==> config.mk <==
export PLATFORM = sky130hd
export DESIGN_NAME = filled_circle_span_generator_top
export DESIGN_NICKNAME = d
export VERILOG_FILES = /design/src/rtl/csg_pkg.sv /design/src/rtl/csg_queue.sv /design/src/rtl/csg_front.sv /design/src/rtl/csg_back.sv /design/src/rtl/filled_circle_span_generator_top.sv
export SDC_FILE = /design/constraint.sdc
export NUM_CORES = 1
export LEC_CHECK = 0
export BUFFER_PORTS_ARGS = -buffer_cell sky130_fd_sc_hd__clkbuf_2
export CAP_MARGIN = 20
export CORE_UTILIZATION = 65
export CTS_BUF_LIST = sky130_fd_sc_hd__clkbuf_4 sky130_fd_sc_hd__clkbuf_8
export DETAILED_ROUTE_END_ITERATION = 10
export PLACE_DENSITY = 0.91
export SETUP_SLACK_MARGIN = 0.4
export SLEW_MARGIN = 20
export SYNTH_ARGS = -nofsm -noshare
export SYNTH_HDL_FRONTEND = slang
export SYNTH_SLANG_ARGS = --single-unit
export TNS_END_PERCENT = 1
==> constraint.sdc <==
create_clock -name clk -period 14.7 [get_ports clk]
set_input_delay 1.47 -clock clk [delete_from_list [all_inputs] [get_ports clk]]
set_output_delay 1.47 -clock clk [all_outputs]
set_load 0.05 [all_outputs]
==> src/rtl/csg_pkg.sv <==
`timescale 1ns / 1ps
`default_nettype none

package csg_pkg;

    // Span position inside one rasterization step.
    typedef enum logic [1:0] {
        SEL_0,
        SEL_1,
        SEL_2,
        SEL_3
    } span_sel_t;

    // Occupancy flags of the step queue, seen by both sides.
    typedef struct packed {
        logic full;
        logic empty;
    } q_status_t;

endpackage

`default_nettype wire

==> src/rtl/csg_queue.sv <==
`timescale 1ns / 1ps
`default_nettype none

module csg_queue #(
    parameter int WIDTH = 8,
    parameter int DEPTH = 2
) (
    input  wire logic             clk,
    input  wire logic             rst_n,
    input  wire logic             push,
    input  wire logic [WIDTH-1:0] push_data,
    input  wire logic             pop,
    output logic      [WIDTH-1:0] head_data,
    output csg_pkg::q_status_t    status
);

    localparam int PW = (DEPTH > 1) ? $clog2(DEPTH) : 1;
    localparam int NW = $clog2(DEPTH + 1);

    logic [WIDTH-1:0] mem_reg [DEPTH];
    logic [PW-1:0]    wr_ptr_reg;
    logic [PW-1:0]    wr_ptr_next;
    logic [PW-1:0]    rd_ptr_reg;
    logic [PW-1:0]    rd_ptr_next;
    logic [NW-1:0]    count_reg;
    logic [NW-1:0]    count_next;

    always_comb
    begin
        wr_ptr_next = wr_ptr_reg;
        rd_ptr_next = rd_ptr_reg;
        count_next  = count_reg;
        if (push)
        begin
            wr_ptr_next = (wr_ptr_reg == PW'(DEPTH - 1)) ? '0 : wr_ptr_reg + 1'b1;
        end
        if (pop)
        begin
            rd_ptr_next = (rd_ptr_reg == PW'(DEPTH - 1)) ? '0 : rd_ptr_reg + 1'b1;
        end
        if (push && !pop)
        begin
            count_next = count_reg + 1'b1;
        end
        else if (pop && !push)
        begin
            count_next = count_reg - 1'b1;
        end
    end

    always_ff @(posedge clk or negedge rst_n)
    begin
        if (!rst_n)
        begin
            wr_ptr_reg <= '0;
            rd_ptr_reg <= '0;
            count_reg  <= '0;
        end
        else
        begin
            wr_ptr_reg <= wr_ptr_next;
            rd_ptr_reg <= rd_ptr_next;
            count_reg  <= count_next;
        end
    end

    always_ff @(posedge clk)
    begin
        if (push)
        begin
            mem_reg[wr_ptr_reg] <= push_data;
        end
    end

    assign head_data    = mem_reg[rd_ptr_reg];
    assign status.full  = (count_reg == NW'(DEPTH));
    assign status.empty = (count_reg == '0);

endmodule

`default_nettype wire

==> src/rtl/csg_front.sv <==
`timescale 1ns / 1ps
`default_nettype none

module csg_front #(
    parameter int COORD_BITS  = 12,
    parameter int RADIUS_BITS = 10,
    localparam int OW = RADIUS_BITS + 2,
    localparam int RW = 2 * COORD_BITS + 2 * OW + 1
) (
    input  wire logic                   clk,
    input  wire logic                   rst_n,
    input  wire logic                   in_valid,
    output logic                        in_stall,
    input  wire logic                   mode,
    input  wire logic [COORD_BITS-1:0]  circle_x,
    input  wire logic [COORD_BITS-1:0]  circle_y,
    input  wire logic [RADIUS_BITS-1:0] radius,
    input  wire csg_pkg::q_status_t     q_status,
    output logic                        push,
    output logic [RW-1:0]               push_data
);

    localparam int DW = RADIUS_BITS + 4;

    logic [COORD_BITS-1:0]  cx_reg;
    logic [COORD_BITS-1:0]  cy_reg;
    logic [RADIUS_BITS-1:0] r_reg;
    logic signed [OW-1:0]   ox_reg;
    logic signed [OW-1:0]   ox_next;
    logic signed [OW-1:0]   oy_reg;
    logic signed [OW-1:0]   oy_next;
    logic signed [DW-1:0]   dec_reg;
    logic signed [DW-1:0]   dec_next;
    logic                   active_reg;

    logic                   accept;
    logic signed [DW-1:0]   ox_w;
    logic signed [DW-1:0]   oy_w;
    logic signed [DW-1:0]   r_w;
    logic                   done;

    assign in_stall = q_status.full;
    assign accept   = in_valid && !in_stall;
    assign push     = accept && mode && active_reg;

    assign ox_w = DW'(ox_reg);
    assign oy_w = DW'(oy_reg);
    assign r_w  = signed'({{(DW - RADIUS_BITS){1'b0}}, r_reg});

    // Three-way decision update of the Andres loop.
    always_comb
    begin
        ox_next  = ox_reg;
        oy_next  = oy_reg;
        dec_next = dec_reg;
        if (dec_reg >= (ox_w <<< 1))
        begin
            dec_next = dec_reg - (ox_w <<< 1) - DW'(1);
            ox_next  = ox_reg + OW'(1);
        end
        else if (dec_reg < ((r_w - oy_w) <<< 1))
        begin
            dec_next = dec_reg + (oy_w <<< 1) - DW'(1);
            oy_next  = oy_reg - OW'(1);
        end
        else
        begin
            dec_next = dec_reg + ((oy_w - ox_w - DW'(1)) <<< 1);
            oy_next  = oy_reg - OW'(1);
            ox_next  = ox_reg + OW'(1);
        end
    end

    assign done      = (oy_next < ox_next);
    assign push_data = {cx_reg, cy_reg, ox_reg, oy_reg, done};

    always_ff @(posedge clk or negedge rst_n)
    begin
        if (!rst_n)
        begin
            cx_reg     <= '0;
            cy_reg     <= '0;
            r_reg      <= '0;
            ox_reg     <= '0;
            oy_reg     <= '0;
            dec_reg    <= '0;
            active_reg <= 1'b0;
        end
        else if (accept)
        begin
            if (!mode)
            begin
                cx_reg     <= circle_x;
                cy_reg     <= circle_y;
                r_reg      <= radius;
                ox_reg     <= '0;
                oy_reg     <= signed'({{(OW - RADIUS_BITS){1'b0}}, radius});
                dec_reg    <= signed'({{(DW - RADIUS_BITS){1'b0}}, radius}) - DW'(1);
                active_reg <= 1'b1;
            end
            else if (active_reg)
            begin
                ox_reg     <= ox_next;
                oy_reg     <= oy_next;
                dec_reg    <= dec_next;
                active_reg <= !done;
            end
        end
    end

endmodule

`default_nettype wire

==> src/rtl/csg_back.sv <==
`timescale 1ns / 1ps
`default_nettype none

module csg_back #(
    parameter int COORD_BITS  = 12,
    parameter int RADIUS_BITS = 10,
    localparam int OW = RADIUS_BITS + 2,
    localparam int RW = 2 * COORD_BITS + 2 * OW + 1,
    localparam int SW = COORD_BITS + 1
) (
    input  wire logic           clk,
    input  wire logic           rst_n,
    input  wire logic [RW-1:0]  head_data,
    input  wire csg_pkg::q_status_t q_status,
    output logic                pop,
    output logic                out_valid,
    input  wire logic           out_stall,
    output logic [SW-1:0]       span_y,
    output logic [SW-1:0]       span_x_left,
    output logic [SW-1:0]       span_x_right,
    output logic                last_of_step,
    output logic                circle_done
);

    localparam int WW = ((SW > OW) ? SW : OW) + 1;

    logic [RW-1:0]          rec_reg;
    logic                   rec_valid_reg;
    csg_pkg::span_sel_t     sel_reg;
    csg_pkg::span_sel_t     sel_next;

    logic                   out_valid_reg;
    logic [SW-1:0]          y_reg;
    logic [SW-1:0]          xl_reg;
    logic [SW-1:0]          xr_reg;
    logic                   last_reg;
    logic                   done_reg;

    logic [COORD_BITS-1:0]  cx;
    logic [COORD_BITS-1:0]  cy;
    logic [OW-1:0]          ox;
    logic [OW-1:0]          oy;
    logic                   rec_done;
    logic [WW-1:0]          cx_w;
    logic [WW-1:0]          cy_w;
    logic [WW-1:0]          ox_w;
    logic [WW-1:0]          oy_w;

    logic                   load;
    logic [WW-1:0]          y_w;
    logic [WW-1:0]          dx_w;
    logic                   span_last;
    logic [WW-1:0]          xl_w;
    logic [WW-1:0]          xr_w;

    assign {cx, cy, ox, oy, rec_done} = rec_reg;
    assign cx_w = {{(WW - COORD_BITS){cx[COORD_BITS-1]}}, cx};
    assign cy_w = {{(WW - COORD_BITS){cy[COORD_BITS-1]}}, cy};
    assign ox_w = {{(WW - OW){ox[OW-1]}}, ox};
    assign oy_w = {{(WW - OW){oy[OW-1]}}, oy};

    assign load = rec_valid_reg && (!out_valid_reg || !out_stall);
    // A new step record is taken when none is held or while the last span of the current one goes out.
    assign pop  = !q_status.empty &&
                  (!rec_valid_reg || (load && (sel_reg == csg_pkg::SEL_3)));

    always_comb
    begin
        sel_next = sel_reg;
        if (pop)
        begin
            sel_next = csg_pkg::SEL_0;
        end
        else if (load)
        begin
            unique case (sel_reg)
                csg_pkg::SEL_0: sel_next = csg_pkg::SEL_1;
                csg_pkg::SEL_1: sel_next = csg_pkg::SEL_2;
                csg_pkg::SEL_2: sel_next = csg_pkg::SEL_3;
                csg_pkg::SEL_3: sel_next = csg_pkg::SEL_0;
                default:        sel_next = csg_pkg::SEL_0;
            endcase
        end
    end

    // Spans are mirrored about the center; only the row offset and half width vary.
    always_comb
    begin
        y_w       = cy_w;
        dx_w      = oy_w;
        span_last = 1'b0;
        unique case (sel_reg)
            csg_pkg::SEL_0:
            begin
                y_w  = cy_w + ox_w;
                dx_w = oy_w;
            end
            csg_pkg::SEL_1:
            begin
                y_w  = cy_w + oy_w;
                dx_w = ox_w;
            end
            csg_pkg::SEL_2:
            begin
                y_w  = cy_w - oy_w;
                dx_w = ox_w;
            end
            csg_pkg::SEL_3:
            begin
                y_w       = cy_w - ox_w;
                dx_w      = oy_w;
                span_last = 1'b1;
            end
            default:
            begin
                y_w  = cy_w;
                dx_w = oy_w;
            end
        endcase
    end

    assign xl_w = cx_w - dx_w;
    assign xr_w = cx_w + dx_w;

    always_ff @(posedge clk or negedge rst_n)
    begin
        if (!rst_n)
        begin
            rec_valid_reg <= 1'b0;
            sel_reg       <= csg_pkg::SEL_0;
            out_valid_reg <= 1'b0;
        end
        else
        begin
            sel_reg <= sel_next;
            if (pop)
            begin
                rec_valid_reg <= 1'b1;
            end
            else if (load && (sel_reg == csg_pkg::SEL_3))
            begin
                rec_valid_reg <= 1'b0;
            end
            if (load)
            begin
                out_valid_reg <= 1'b1;
            end
            else if (!out_stall)
            begin
                out_valid_reg <= 1'b0;
            end
        end
    end

    always_ff @(posedge clk)
    begin
        if (pop)
        begin
            rec_reg <= head_data;
        end
        if (load)
        begin
            y_reg    <= y_w[SW-1:0];
            xl_reg   <= xl_w[SW-1:0];
            xr_reg   <= xr_w[SW-1:0];
            last_reg <= span_last;
            done_reg <= span_last && rec_done;
        end
    end

    assign out_valid    = out_valid_reg;
    assign span_y       = y_reg;
    assign span_x_left  = xl_reg;
    assign span_x_right = xr_reg;
    assign last_of_step = last_reg;
    assign circle_done  = done_reg;

endmodule

`default_nettype wire

==> src/rtl/filled_circle_span_generator_top.sv <==
// An accepted advance passes through the step queue, the step record register and
// the output register. Throughput: one span per cycle while out_stall is low, four
// spans per advance step; a two-entry step queue lets up to two further advances
// enter at one per cycle. Start transactions and idle advances produce no span.
// Reset (rst_n low, asynchronous) empties the queue and output stage and leaves
// the block idle with the front end's stored circle and offsets at zero.
`timescale 1ns / 1ps
`default_nettype none

module filled_circle_span_generator_top #(
    parameter int COORD_BITS  = 12,
    parameter int RADIUS_BITS = 10
) (
    input  wire logic                   clk,
    input  wire logic                   rst_n,
    input  wire logic                   in_valid,
    output logic                        in_stall,
    input  wire logic                   mode,
    input  wire logic [COORD_BITS-1:0]  circle_x,
    input  wire logic [COORD_BITS-1:0]  circle_y,
    input  wire logic [RADIUS_BITS-1:0] radius,
    output logic                        out_valid,
    input  wire logic                   out_stall,
    output logic [COORD_BITS:0]         span_y,
    output logic [COORD_BITS:0]         span_x_left,
    output logic [COORD_BITS:0]         span_x_right,
    output logic                        last_of_step,
    output logic                        circle_done
);

    localparam int OW = RADIUS_BITS + 2;
    localparam int RW = 2 * COORD_BITS + 2 * OW + 1;

    csg_pkg::q_status_t q_status;
    logic               push;
    logic [RW-1:0]      push_data;
    logic               pop;
    logic [RW-1:0]      head_data;

    csg_front #(
        .COORD_BITS  (COORD_BITS),
        .RADIUS_BITS (RADIUS_BITS)
    ) u_front (
        .clk       (clk),
        .rst_n     (rst_n),
        .in_valid  (in_valid),
        .in_stall  (in_stall),
        .mode      (mode),
        .circle_x  (circle_x),
        .circle_y  (circle_y),
        .radius    (radius),
        .q_status  (q_status),
        .push      (push),
        .push_data (push_data)
    );

    csg_queue #(
        .WIDTH (RW),
        .DEPTH (2)
    ) u_queue (
        .clk       (clk),
        .rst_n     (rst_n),
        .push      (push),
        .push_data (push_data),
        .pop       (pop),
        .head_data (head_data),
        .status    (q_status)
    );

    csg_back #(
        .COORD_BITS  (COORD_BITS),
        .RADIUS_BITS (RADIUS_BITS)
    ) u_back (
        .clk          (clk),
        .rst_n        (rst_n),
        .head_data    (head_data),
        .q_status     (q_status),
        .pop          (pop),
        .out_valid    (out_valid),
        .out_stall    (out_stall),
        .span_y       (span_y),
        .span_x_left  (span_x_left),
        .span_x_right (span_x_right),
        .last_of_step (last_of_step),
        .circle_done  (circle_done)
    );

endmodule

`default_nettype wire

Word-level counts from Yosys, hierarchy flattened. Memories as Yosys holds them, arrays and structs flattened. A register that Yosys moved wholly into a read port is not among the register bits. Index checks and enable logic that the tools add are counted. Widths: inputs -> output; s select.

RAM bits: 98. Word-level logic and storage cells: 107. Memories kept: 1. Output and inout port bits: 43. Register bits: 122.

Memories: u_queue.mem_reg (depth 2, width 49, rd ports 1, clocked after Yosys merged registers in 1, wr ports 1, RTL line csg_queue.sv:20) `logic [WIDTH-1:0] mem_reg [DEPTH];`.

Reduce and logical (&&, ||, !) cells: 28. $add $sub $neg: 21. Mux-type cells: 29. Equality and inequality tests: 6. Bitwise operators: 1. $lt $le $gt $ge: 3.

Operator list (count): $mux 12 (7); $mux 14 (4); $pmux 13 s4 (1); $sub 12x12->13 (3); $sub 14x2->14 const B (2); $add 12x12->13 (2); $pmux 13 s2 (1); $add 14x13->14 (1); $add 14x14->14 (1); $ge 14x13->1 (1); $lt 14x14->1 (1); $sub 14x13->14 (1); $add 13x13->13 (1); $sub 11x12->13 (1); $sub 13x13->13 (1); $sub 13x2->13 const B (1); $add 12x2->12 const B (1); $lt 12x12->1 (1); $sub 12x2->12 const B (1); $mux 1 (11); $sub 10x1->11 const B (1); $logic_and 1x1->1 (9); $logic_not 1->1 (8); $mux 2 (4); 13 further kinds (23).

Depth between registers and ports, before layout. Gate-level depths: netlist (run 1).

Depth after elaboration: 9. Mapped depth: 30.

Cells and area by module. From an unflattened synthesis (run 1), not the netlist that was laid out.

Cells, all modules: 1527. Area total of the unflattened synthesis: 16459.5 µm².

By module, submodules not included: csg_front (area an instance 7141.8 µm², sequential area each 1826.8 µm², instances 1, cells each 886); csg_back (area an instance 5341.4 µm², sequential area each 2772.7 µm², instances 1, cells each 472); csg_queue (area an instance 3976.3 µm², sequential area each 3042.9 µm², instances 1, cells each 169).

Least setup slack after synthesis (run 1). OpenSTA, ideal clock, no wires.

Path type: reg-to-reg. Start: register u_front.oy_reg[0]. End: register u_front.active_reg. Cell stages (with the launch flop): 30. Clock period less this slack: 5.697 ns. Arrival time: 5.556 ns. Path slack: 9.003 ns. Buffers on the path: 0. Path through: dfrtp_1 -> ha_1 -> fa_1 -> nor2b_1 -> o21ai_0 -> a21boi_0 -> o21ai_0 -> a21boi_0 -> o21ai_0 -> a21boi_0 -> mux2i_1 -> nand2_1 -> ha_1 -> nand3_1 -> nor4_1 -> o41ai_1 -> a41o_1 -> a2111oi_4 -> nand3_1 -> xnor2_1 -> ha_1 -> a21o_1 -> a21o_1 -> a21o_1 -> a21oi_1 -> o21ai_0 -> nor3b_1 -> a21oi_1 -> mux2i_1 -> a31oi_1.

Word-level cells in the longest chain between the ends: 8. Elaborated cells on any way between the ends: 10. Classes of those cells: add/sub (2); order compare (2); mux (5); reduce/logical (1).

Ends and longest elaborated chain: from (decl) (RTL line csg_front.sv:30) `logic signed [OW-1:0] oy_reg;`; from (signal assigned) (RTL line csg_front.sv:97) `oy_reg <= signed'({{(OW - RADIUS_BITS){1'b0}}, radius});`; from (signal assigned) (RTL line csg_front.sv:104) `oy_reg <= oy_next;`; $sub 11x12->13 (RTL line csg_front.sv:61) `else if (dec_reg < ((r_w - oy_w) <<< 1))`; $lt 14x14->1 (RTL line csg_front.sv:61); $mux 12 (RTL line csg_front.sv:61); $mux 12 (RTL line csg_front.sv:56) `if (dec_reg >= (ox_w <<< 1))`; $lt 12x12->1 (*) (RTL line csg_front.sv:74) `assign done = (oy_next < ox_next);`; net push_data[0] (RTL line filled_circle_span_generator_top.sv:36) `logic [RW-1:0] push_data;`; $logic_not 1->1 (*) (RTL line csg_front.sv:106) `active_reg <= !done;`; $mux 1 (*) (RTL line csg_front.sv:101) `else if (active_reg)`; $mux 1 (*) (RTL line csg_front.sv:91) `if (!mode)`; to (signal assigned) (RTL line csg_front.sv:106); to (decl) (RTL line csg_front.sv:34) `logic active_reg;`.

Mark *: on every way through the listed nets, which the timed path passes. The rest lies on a longest branch. A chain may end at the register's enable or synchronous reset.

Final worst setup path (run 1).
Start: register u_front.oy_reg[1]. End: register u_front.active_reg.

The elaborated chain is that of the path after synthesis.

==> flow_metrics.env, run 1 <==
export IMPL_grt_setup_unrepaired="false"
export IMPL_gp_congestion=0.968
export IMPL_port_buffers=81
export IMPL_crit_fanout=7
export IMPL_htree_levels=2
export IMPL_drt_total_wl_um=39700
export IMPL_tns_ns=0
export IMPL_slew_headroom_pct=34.6
export IMPL_cts_tree="done"
export IMPL_clock_path_buffers=3
export IMPL_final_cells=1975
export IMPL_cts_buffers=42
export IMPL_areaGrowthSynthToFinish_pct=10.2
export IMPL_yosysUniqueCellTypes=71
export IMPL_drv_slew=0
export IMPL_placedCellCount=1897
export IMPL_crit_path_start_kind="register"
export IMPL_worstSkewPairLatency_ns=0.56
export IMPL_fin_crit_sh_pct=46.7
export IMPL_grt_overflow=0
export IMPL_synth_edff_count=187
export IMPL_avgViaCountPerCell=6.15
export IMPL_antenna_found_initial=0
export IMPL_via_count=12100
export IMPL_slowest_delay_ns=0.56
export IMPL_setup_viol=0
export IMPL_drc_errors=1
export IMPL_die_w_um=159
export IMPL_cts_sinks=268
export IMPL_status="finished with violations"
export IMPL_worstSetupPathType="register to register"
export IMPL_drive_gt1_share_pct=15.0
export IMPL_path_common_cell="o21ai_0"
export IMPL_clkTransAtPathRegs_ns=0.06
export IMPL_ctsResizeCount=0
export IMPL_crit_arrival_ns=7.26
export IMPL_grt_max_degree=76
export IMPL_hp_class="register to register"
export IMPL_num_antenna_cells=0
export IMPL_synth_nets=1715
export IMPL_synth_yosys_warnings=0
export IMPL_die_h_um=159
export IMPL_ys_ff_latch=268
export IMPL_tightestPinTransition_ns=0.970
export IMPL_drt_iter0_drc=1115
export IMPL_synthesis_area_sq_um=16100
export IMPL_drt_pass1_iterations=10
export IMPL_ys_flop_type="edfxtp_1"
export IMPL_finClkSkew_ns=0.0224
export IMPL_min_period_ns=6.86
export IMPL_grt_use_total_pct=31.7
export IMPL_cts_root_buf="clkbuf_8"
export IMPL_endpoint_kind="register"
export IMPL_dp_hpwl_um=27000
export IMPL_wl_per_cell_um=20.1
export IMPL_required_ns=15.09
export IMPL_dieArea_sq_um=25400
export IMPL_max_freq_ghz=0.146
export IMPL_post_cts_buffers=0
export IMPL_grt_pass1_vias=12100
export IMPL_initial_core_util_pct=66.3
export IMPL_largest_reg_flops=98
export IMPL_async_flop_share_pct=30.2
export IMPL_io_pins=82
export IMPL_num_rows=57
export IMPL_hold_viol_final=0
export IMPL_cp_slowest_cell="a2111oi_4"
export IMPL_ant_nets=0
export IMPL_grt_first_pass_wirelength_um=63000
export IMPL_finalNetCount=1805
export IMPL_syn_area_per_cell_sq_um=10.6
export IMPL_cap_violations=0
export IMPL_ys_seq_area_share_pct=47.4
export IMPL_postCtsHoldBufs=0
export IMPL_core_sq_um=24300
export IMPL_failed_checks="DRC"
export IMPL_syn_inst=1527
[stage by stage]
step | worst slack, ns | cell area [sq um] | hold slack (ns) | util (%)
2_1_floorplan | 9.00 | 16100 | 0.440 | -
3_3_place_gp | 8.40 | 16900 | 0.450 | 69.3
3_5_place_dp | 8.12 | 16900 | 0.460 | 69.3
4_1_cts | 8.00 | 17800 | 0.462 | 73.0
5_1_grt | 7.37 | 17800 | 0.481 | 73.0
6_report | 7.84 | 17800 | 0.462 | 73.0
[final timing paths]
| kind | slack [ns] | end | depth (start not counted) | start |
|---|---|---|---|---|
| setup / recovery | 7.84 | u_front.active_reg | 29 | u_front.oy_reg[1] |
| hold / removal | 0.46 | u_queue.mem_reg[0][37] | 0 | u_front.cx_reg[0] |
| setup reg to reg | 7.84 | u_front.active_reg | 29 | u_front.oy_reg[1] |
| hold reg to reg | 0.46 | u_queue.mem_reg[0][37] | 0 | u_front.cx_reg[0] |
| max in group asynchronous | 12.93 | u_front.oy_reg[11] | 2 | rst_n |
| min in group asynchronous | 0.74 | u_front.cx_reg[10] | 1 | rst_n |
[cell families (layout without fill, tap and decap cells)]
| group | Yosys count | count (layout) | synth area share [%] |
|---|---|---|---|
| adders and majority gates | 149 | 149 | 11.9 |
| xor gates and xnor gates | 113 | 113 | 6.14 |
| buffers and inverters | 168 | 292 | 4.01 |
| muxes | 72 | 72 | 4.92 |
| and+or+nand+nor | 423 | 423 | 12.1 |
| DFF | 268 | 268 | 47.4 |
| AOI/OAI and AO/OA | 334 | 334 | 13.4 |
[area by class of cell]
class / instances / area [sq um]
Timing Repair Buffer: 92 / 494
Inverter: 122 / 458
Tap cell: 324 / 405
Sequential cell: 268 / 7650
Multi-Input combinational cell: 1091 / 7850
Clock buffer: 65 / 782
Clock inverter: 13 / 125
Fill cell: 1638 / 6560
[placed cells by master (no fill, tap or decap), drive strengths merged, types with 12 or more instances in the layout]
master / n
mux2i: 14
ha: 141
nand2b: 17
a21o: 18
clkbuf: 145
nor3: 34
xor2: 33
nor2: 85
dfrtp: 81
nand3: 32
nand2: 174
a21oi: 110
or3: 27
inv: 124
o21ai: 76
edfxtp: 187
buf: 12
mux2: 58
xnor2: 80
nor2b: 18
[synth_stat cells (25+ instances only)]
cell,number,area [sq um]
or3_1,25,156
nor2_1,85,319
dfrtp_1,81,2030
nand2_1,174,653
edfxtp_1,187,5620
nand3_1,32,160
ha_1,141,1760
o21ai_0,76,380
inv_1,122,458
a21oi_1,110,551
xor2_1,33,289
clkbuf_1,41,154
xnor2_1,80,701
mux2_2,58,653
nor3_1,34,170
[critical path, delay by kind of cell, from the launching register on]
family / cells / cell delay (ns)
muxes: 1 / 0.28
adders and majority gates: 3 / 0.79
buffers and inverters: 1 / 0.21
DFF: 1 / 0.48
AOI/OAI and AO/OA: 17 / 3.43
xor gates and xnor gates: 1 / 0.18
and+or+nand+nor: 6 / 1.35
[per-layer routing]
layer  global-route usage (%)  up-vias  routed length (um)
li1                         -     5689                   -
met5                        0        -                   0
met2                     55.3      568               19800
met3                     4.38      112                2730
met4                     14.3        0                1540
met1                     39.1     5772               15600
Power of run 1 is left out: the tool's default activity adds up to more than one toggle a clock period on the data nets, which glitch-free logic cannot reach.
==> inputs of run 2 (changes only) <==
--- a/config.mk
+++ b/config.mk
@@ -5,12 +5,13 @@
 export SDC_FILE = /design/constraint.sdc
 export NUM_CORES = 1
 export LEC_CHECK = 0
+export ABC_AREA = 1
 export BUFFER_PORTS_ARGS = -buffer_cell sky130_fd_sc_hd__clkbuf_2
 export CAP_MARGIN = 20
-export CORE_UTILIZATION = 65
+export CORE_UTILIZATION = 64
 export CTS_BUF_LIST = sky130_fd_sc_hd__clkbuf_4 sky130_fd_sc_hd__clkbuf_8
 export DETAILED_ROUTE_END_ITERATION = 10
-export PLACE_DENSITY = 0.91
+export PLACE_DENSITY = 0.9
 export SETUP_SLACK_MARGIN = 0.4
 export SLEW_MARGIN = 20
 export SYNTH_ARGS = -nofsm -noshare
==> constraint.sdc (replaced) <==
create_clock -name clk -period 6.8 [get_ports clk]
set_input_delay 0.68 -clock clk [delete_from_list [all_inputs] [get_ports clk]]
set_output_delay 0.68 -clock clk [all_outputs]
set_load 0.05 [all_outputs]
==> run 2 against run 1 <==
  * The run now ends clean
  * Highest routed layer is now met5
  * Cell area rose by 0.32%
  * Global-route usage is 0.63 points lower
  * Largest cell class is now sequential cells
  * Maximum frequency rose by 16%
  * Flip-flop and latch count stayed put
  * Sequential share of layout area is 0.16 points lower
  * Synthesized cell count up 16%
==> flow_metrics.env, run 2 <==
export IMPL_synth_compound_area_share_pct=11.6
export IMPL_synth_edff_count=187
export IMPL_ys_ff_latch=268
export IMPL_reg2reg_setup_slack_ns=0.87
export IMPL_yosysUniqueCellTypes=57
export IMPL_slowest_delay_ns=0.44
export IMPL_ys_flop_type="edfxtp_1"
export IMPL_io_pins=82
export IMPL_drive_gt1_share_pct=10.7
export IMPL_ant_nets=0
export IMPL_synth_yosys_warnings=0
export IMPL_synth_simple_area_share_pct=16.3
export IMPL_clkTransAtPathRegs_ns=0.06
export IMPL_endpoint_kind="register"
export IMPL_hold_depth=3
export IMPL_grt_pass1_vias=12700
export IMPL_drt_pass1_iterations=7
export IMPL_synth_xor_area_share_pct=5.82
export IMPL_dieArea_sq_um=25800
export IMPL_avgViaCountPerCell=5.81
export IMPL_post_cts_buffers=0
export IMPL_tightestPinTransition_ns=0.911
export IMPL_hp_class="input port to register"
export IMPL_max_freq_ghz=0.169
export IMPL_crit_arrival_ns=6.23
export IMPL_grt_use_total_pct=31.0
export IMPL_synthTopCellsByCount="nand2_1 (437), inv_1 (249), edfxtp_1 (187), ha_1 (141), a21oi_1 (131)"
export IMPL_synth_most_common_cell="nand2_1"
export IMPL_drc_errors=0
export IMPL_holdCritStartpoint="circle_x[2]"
export IMPL_min_period_ns=5.93
export IMPL_areaGrowthSynthToFinish_pct=10.7
export IMPL_antenna_found_initial=1
export IMPL_cp_slowest_cell="dfrtp_1"
export IMPL_synth_top_family_by_area="simple AND/OR/NAND/NOR gates"
export IMPL_die_h_um=161
export IMPL_r2r_end="u_queue.mem_reg[1][0]"
export IMPL_initial_core_util_pct=65.6
export IMPL_grt_max_degree=67
export IMPL_cts_root_buf="clkbuf_8"
export IMPL_syn_inst=1764
export IMPL_num_antenna_cells=0
export IMPL_async_flop_share_pct=30.2
export IMPL_largest_reg_flops=98
export IMPL_slew_headroom_pct=39.2
export IMPL_cts_tree="done"
export IMPL_gp_congestion=0.959
export IMPL_port_buffers=81
export IMPL_layout_common_cells="nand2_1 (437), inv_1 (247), edfxtp_1 (187)"
export IMPL_die_w_um=161
export IMPL_crit_fanout=7
export IMPL_drt_iter0_drc=1201
export IMPL_tns_ns=0
export IMPL_status="finished, final reports clean"
export IMPL_final_common_cell="nand2_1"
export IMPL_wl_per_cell_um=17.5
export IMPL_drt_total_wl_um=39000
export IMPL_finClkSkew_ns=0.0161
export IMPL_grt_overflow=0
export IMPL_syn_area_per_cell_sq_um=9.13
export IMPL_yosysTopAreaCellShare_pct=34.9
export IMPL_via_count=12900
export IMPL_setup_viol=0
export IMPL_htree_levels=2
export IMPL_cts_buffers=43
export IMPL_grt_first_pass_wirelength_um=63000
export IMPL_cap_violations=0
export IMPL_crit_path_start_kind="register"
export IMPL_synth_nets=1952
export IMPL_hold_viol_final=0
export IMPL_finalNetCount=2053
export IMPL_muxShareOfSynthArea_pct=0
export IMPL_core_sq_um=24500
export IMPL_synthAdderAreaFrac_pct=12.0
export IMPL_ys_seq_area_share_pct=47.5
export IMPL_crit_reg2reg_launch="u_front.oy_reg[0]"
export IMPL_required_ns=7.10
export IMPL_r2r_cells=32
export IMPL_fin_crit_sh_pct=87.3
export IMPL_min_to="u_front.cx_reg[2]"
export IMPL_dp_hpwl_um=28100
export IMPL_drv_slew=0
export IMPL_cts_sinks=268
export IMPL_clock_path_buffers=3
export IMPL_grt_setup_unrepaired="false"
export IMPL_synth_largest_area_cell="edfxtp_1"
export IMPL_num_rows=57
export IMPL_worstSetupPathType="register to register"
export IMPL_synth_area_leaders="edfxtp_1 (35%), dfrtp_1 (13%), ha_1 (11%)"
export IMPL_worstSkewPairLatency_ns=0.55
export IMPL_synthesis_area_sq_um=16100
==> run 2: timing repair <==
action	4_1_cts	5_1_grt
hold buffers	1	0
endpoints found under the hold margin	15	0
endpoints found under the setup margin	0	2
gates resized for setup	0	1
==> run 2: worst max path at each step <==
| stage | depth (start not counted) | start | to |
|---|---|---|---|
| 2_1_floorplan | 33 | u_front.oy_reg[0] | u_queue.mem_reg[0][0] |
| 3_3_place_gp | 33 | u_front.oy_reg[0] | u_queue.mem_reg[0][0] |
| 3_5_place_dp | 33 | u_front.oy_reg[0] | u_queue.mem_reg[1][0] |
| 4_1_cts | 33 | u_front.oy_reg[0] | u_queue.mem_reg[1][0] |
| 5_1_grt | 34 | u_front.oy_reg[0] | u_queue.mem_reg[0][0] |
| 6_report | 32 | u_front.oy_reg[0] | u_queue.mem_reg[1][0] |
==> run 2: per-stage QoR <==
stage          cells  setup WS (ns)  hold slack [ns]  cell area (sq um)  utilization [%]
2_1_floorplan   1764           1.75            0.384              16100                -
3_3_place_gp    2143           1.16            0.447              16900             68.8
3_5_place_dp    2143          0.888            0.454              16900             68.8
4_1_cts         2224          0.798            0.312              17800             72.6
5_1_grt         2224          0.420            0.326              17800             72.6
6_report        2224          0.866            0.335              17800             72.6
==> run 2: metal layers <==
layer	vias to the layer above	wire, um	track usage, %
met5	-	13	0
met4	2	1460	14.0
met3	117	2640	4.26
met2	580	19600	54.2
met1	6121	15200	38.3
li1	6109	-	-
==> run 2: worst max-delay path: cells and delay by family, from the launching register on <==
family                   cells  cell delay (ns)
AO/OA/AOI/OAI               11             2.01
XOR/XNOR                     1             0.22
adder cells (fa/ha/maj)      4             1.31
buffers and inverters        2             0.11
flip-flops                   1             0.44
AND/OR/NAND/NOR             14             1.57
==> run 2: cell families after synthesis <==
| kind of cell | Yosys count |
|---|---|
| compound gates | 328 |
| simple gates | 620 |
| buf+inv | 292 |
| xor+xnor | 107 |
| flops | 268 |
| fa+ha+maj | 149 |
==> run 2: final cells by class <==
| type | instances | area (sq um) |
|---|---|---|
| Sequential cell | 268 | 7640 |
| Multi-Input combinational cell | 1204 | 7380 |
| Fill cell | 1707 | 6710 |
| Inverter | 253 | 955 |
| Clock buffer | 57 | 722 |
| Timing Repair Buffer | 95 | 515 |
| Tap cell | 324 | 405 |
| Clock inverter | 23 | 201 |
Power of run 2 is left out for the same reason.
==> inputs of run 3 (changes only) <==
--- a/config.mk
+++ b/config.mk
@@ -8,6 +8,7 @@
 export ABC_AREA = 1
 export BUFFER_PORTS_ARGS = -buffer_cell sky130_fd_sc_hd__clkbuf_2
 export CAP_MARGIN = 20
+export CORE_ASPECT_RATIO = 1.2
 export CORE_UTILIZATION = 64
 export CTS_BUF_LIST = sky130_fd_sc_hd__clkbuf_4 sky130_fd_sc_hd__clkbuf_8
 export DETAILED_ROUTE_END_ITERATION = 10
==> run 3 against run 2 <==
  * Register-to-register slack worse by 0.04 ns
  * Global-route usage is 0.94 points higher
  * Core utilization is 0.45 points lower
  * First-iteration DRC count is 23% lower
  * Via count is 0.40% lower
  * Critical path depth is 1 higher
  * Wire length is 2.4% higher
  * Non-clock buffer count is 1 higher
  * Sequential share of layout area hardly changed
  * Largest cell class unchanged
==> flow_metrics.env, run 3 (synthesis gave the netlist of run 2 again) <==
export IMPL_min_period_ns=5.98
export IMPL_cap_violations=0
export IMPL_grt_pass1_vias=13100
export IMPL_crit_reg2reg_launch="u_front.oy_reg[0]"
export IMPL_hold_depth=3
export IMPL_dieArea_sq_um=25800
export IMPL_via_count=12900
export IMPL_die_h_um=176
export IMPL_ant_nets=0
export IMPL_finalNetCount=2051
export IMPL_num_antenna_cells=0
export IMPL_antenna_found_initial=0
export IMPL_io_pins=82
export IMPL_drv_slew=0
export IMPL_required_ns=7.09
export IMPL_tightestPinTransition_ns=1.01
export IMPL_htree_levels=2
export IMPL_layout_common_cells="nand2_1 (437), inv_1 (248), edfxtp_1 (187)"
export IMPL_hp_class="input port to register"
export IMPL_finClkSkew_ns=0.0235
export IMPL_drt_iter0_drc=929
export IMPL_path_common_cell="nand2_1"
export IMPL_endpoint_kind="register"
export IMPL_crit_fanout=7
export IMPL_gp_congestion=1.01
export IMPL_grt_max_degree=72
export IMPL_worstSetupPathType="register to register"
export IMPL_wl_per_cell_um=18.0
export IMPL_max_freq_ghz=0.167
export IMPL_slew_headroom_pct=32.5
export IMPL_min_to="u_front.cx_reg[4]"
export IMPL_largest_reg_flops=98
export IMPL_areaGrowthSynthToFinish_pct=10.6
export IMPL_dp_hpwl_um=29000
export IMPL_cp_slowest_cell="dfrtp_1"
export IMPL_grt_use_total_pct=32.0
export IMPL_clkTransAtPathRegs_ns=0.07
export IMPL_fill_cells=1747
export IMPL_grt_setup_unrepaired="false"
export IMPL_cts_root_buf="clkbuf_8"
export IMPL_r2r_cells=33
export IMPL_cts_tree="done"
export IMPL_hold_viol_final=0
export IMPL_post_cts_buffers=0
export IMPL_drive_gt1_share_pct=10.4
export IMPL_port_buffers=81
export IMPL_num_rows=63
export IMPL_grt_overflow=0
export IMPL_tns_ns=0
export IMPL_core_sq_um=24700
export IMPL_crit_path_start_kind="register"
export IMPL_cts_buffers=40
export IMPL_crit_arrival_ns=6.27
export IMPL_drc_errors=0
export IMPL_fin_crit_sh_pct=87.9
export IMPL_holdCritStartpoint="circle_x[4]"
export IMPL_drt_total_wl_um=39900
export IMPL_r2r_end="u_queue.mem_reg[1][0]"
export IMPL_setup_viol=0
export IMPL_slowest_delay_ns=0.44
export IMPL_grt_first_pass_wirelength_um=64400
export IMPL_avgViaCountPerCell=5.80
export IMPL_clock_path_buffers=3
export IMPL_reg2reg_setup_slack_ns=0.82
export IMPL_initial_core_util_pct=65.3
export IMPL_worstSkewPairLatency_ns=0.55
export IMPL_cts_sinks=268
export IMPL_status="finished, final reports clean"
export IMPL_drt_pass1_iterations=5
export IMPL_die_w_um=147
export IMPL_final_common_cell="nand2_1"
-- run 3: cell count changes in the layout (fill, tap and decap cells not counted), sizes merged --
cell      delta
clkinvlp     -1
clkbuf       -1
clkinv       -4
inv          -1
buf          +1
-- run 3: what timing repair did --
action | 4_1_cts | 5_1_grt
endpoints found under the hold margin | 10 | 0
setup endpoints to repair | 0 | 3
hold buffers | 1 | 0
gates resized for setup | 0 | 2
-- run 3: metal layers --
metal	vias up	share of wire [%]	track usage, %
met4	0	6.3	20.3
met5	-	0	0
met3	177	5.9	3.84
li1	6108	-	-
met1	6001	36	36.0
met2	591	51	57.4
-- run 3: worst max-delay path, delay by kind of cell, from the launching register on --
kind	cells	cell delay, ns
adder cells (fa/ha/maj)	4	1.37
AND/OR/NAND/NOR	18	2.21
AO/OA/AOI/OAI	7	1.16
XOR/XNOR	2	0.37
flip-flops	1	0.44
buffers and inverters	2	0.15
-- run 3: layout make-up --
cell class                 instances  area, sq um  share of cell area [%]
multi-input combinational       1204         7380                    41.4
inverter                         253          955                    5.36
tap                              325          407                    2.28
timing repair buffer              96          523                    2.94
clock buffer                      56          727                    4.08
sequential                       268         7640                    42.9
clock inverter                    17          178                   0.998
-- run 3: how the worst max path moves through the flow --
stage | slack (ns) | cells after the start | to | start
floorplan | 1.75 | 33 | u_queue.mem_reg[0][0] | u_front.oy_reg[0]
global placement | 1.21 | 33 | u_queue.mem_reg[0][0] | u_front.oy_reg[0]
detailed placement | 0.93 | 33 | u_queue.mem_reg[0][0] | u_front.oy_reg[0]
CTS | 0.71 | 34 | u_queue.mem_reg[1][0] | u_front.oy_reg[0]
global route | 0.47 | 34 | u_queue.mem_reg[1][0] | u_front.oy_reg[0]
finish | 0.82 | 33 | u_queue.mem_reg[1][0] | u_front.oy_reg[0]
-- run 3: stage by stage --
stage / utilization (%) / instance area [sq um] / setup WS (ns) / hold WS [ns] / instances
global placement: 68.5 / 16900 / 1.21 / 0.448 / 2145
detailed placement: 68.5 / 16900 / 0.932 / 0.458 / 2145
global route: 72.2 / 17800 / 0.473 / 0.334 / 2219
floorplan: - / 16100 / 1.75 / 0.384 / 1764
finish: 72.2 / 17800 / 0.821 / 0.329 / 2219
CTS: 72.2 / 17800 / 0.705 / 0.312 / 2219
Power of run 3 is left out for the same reason.
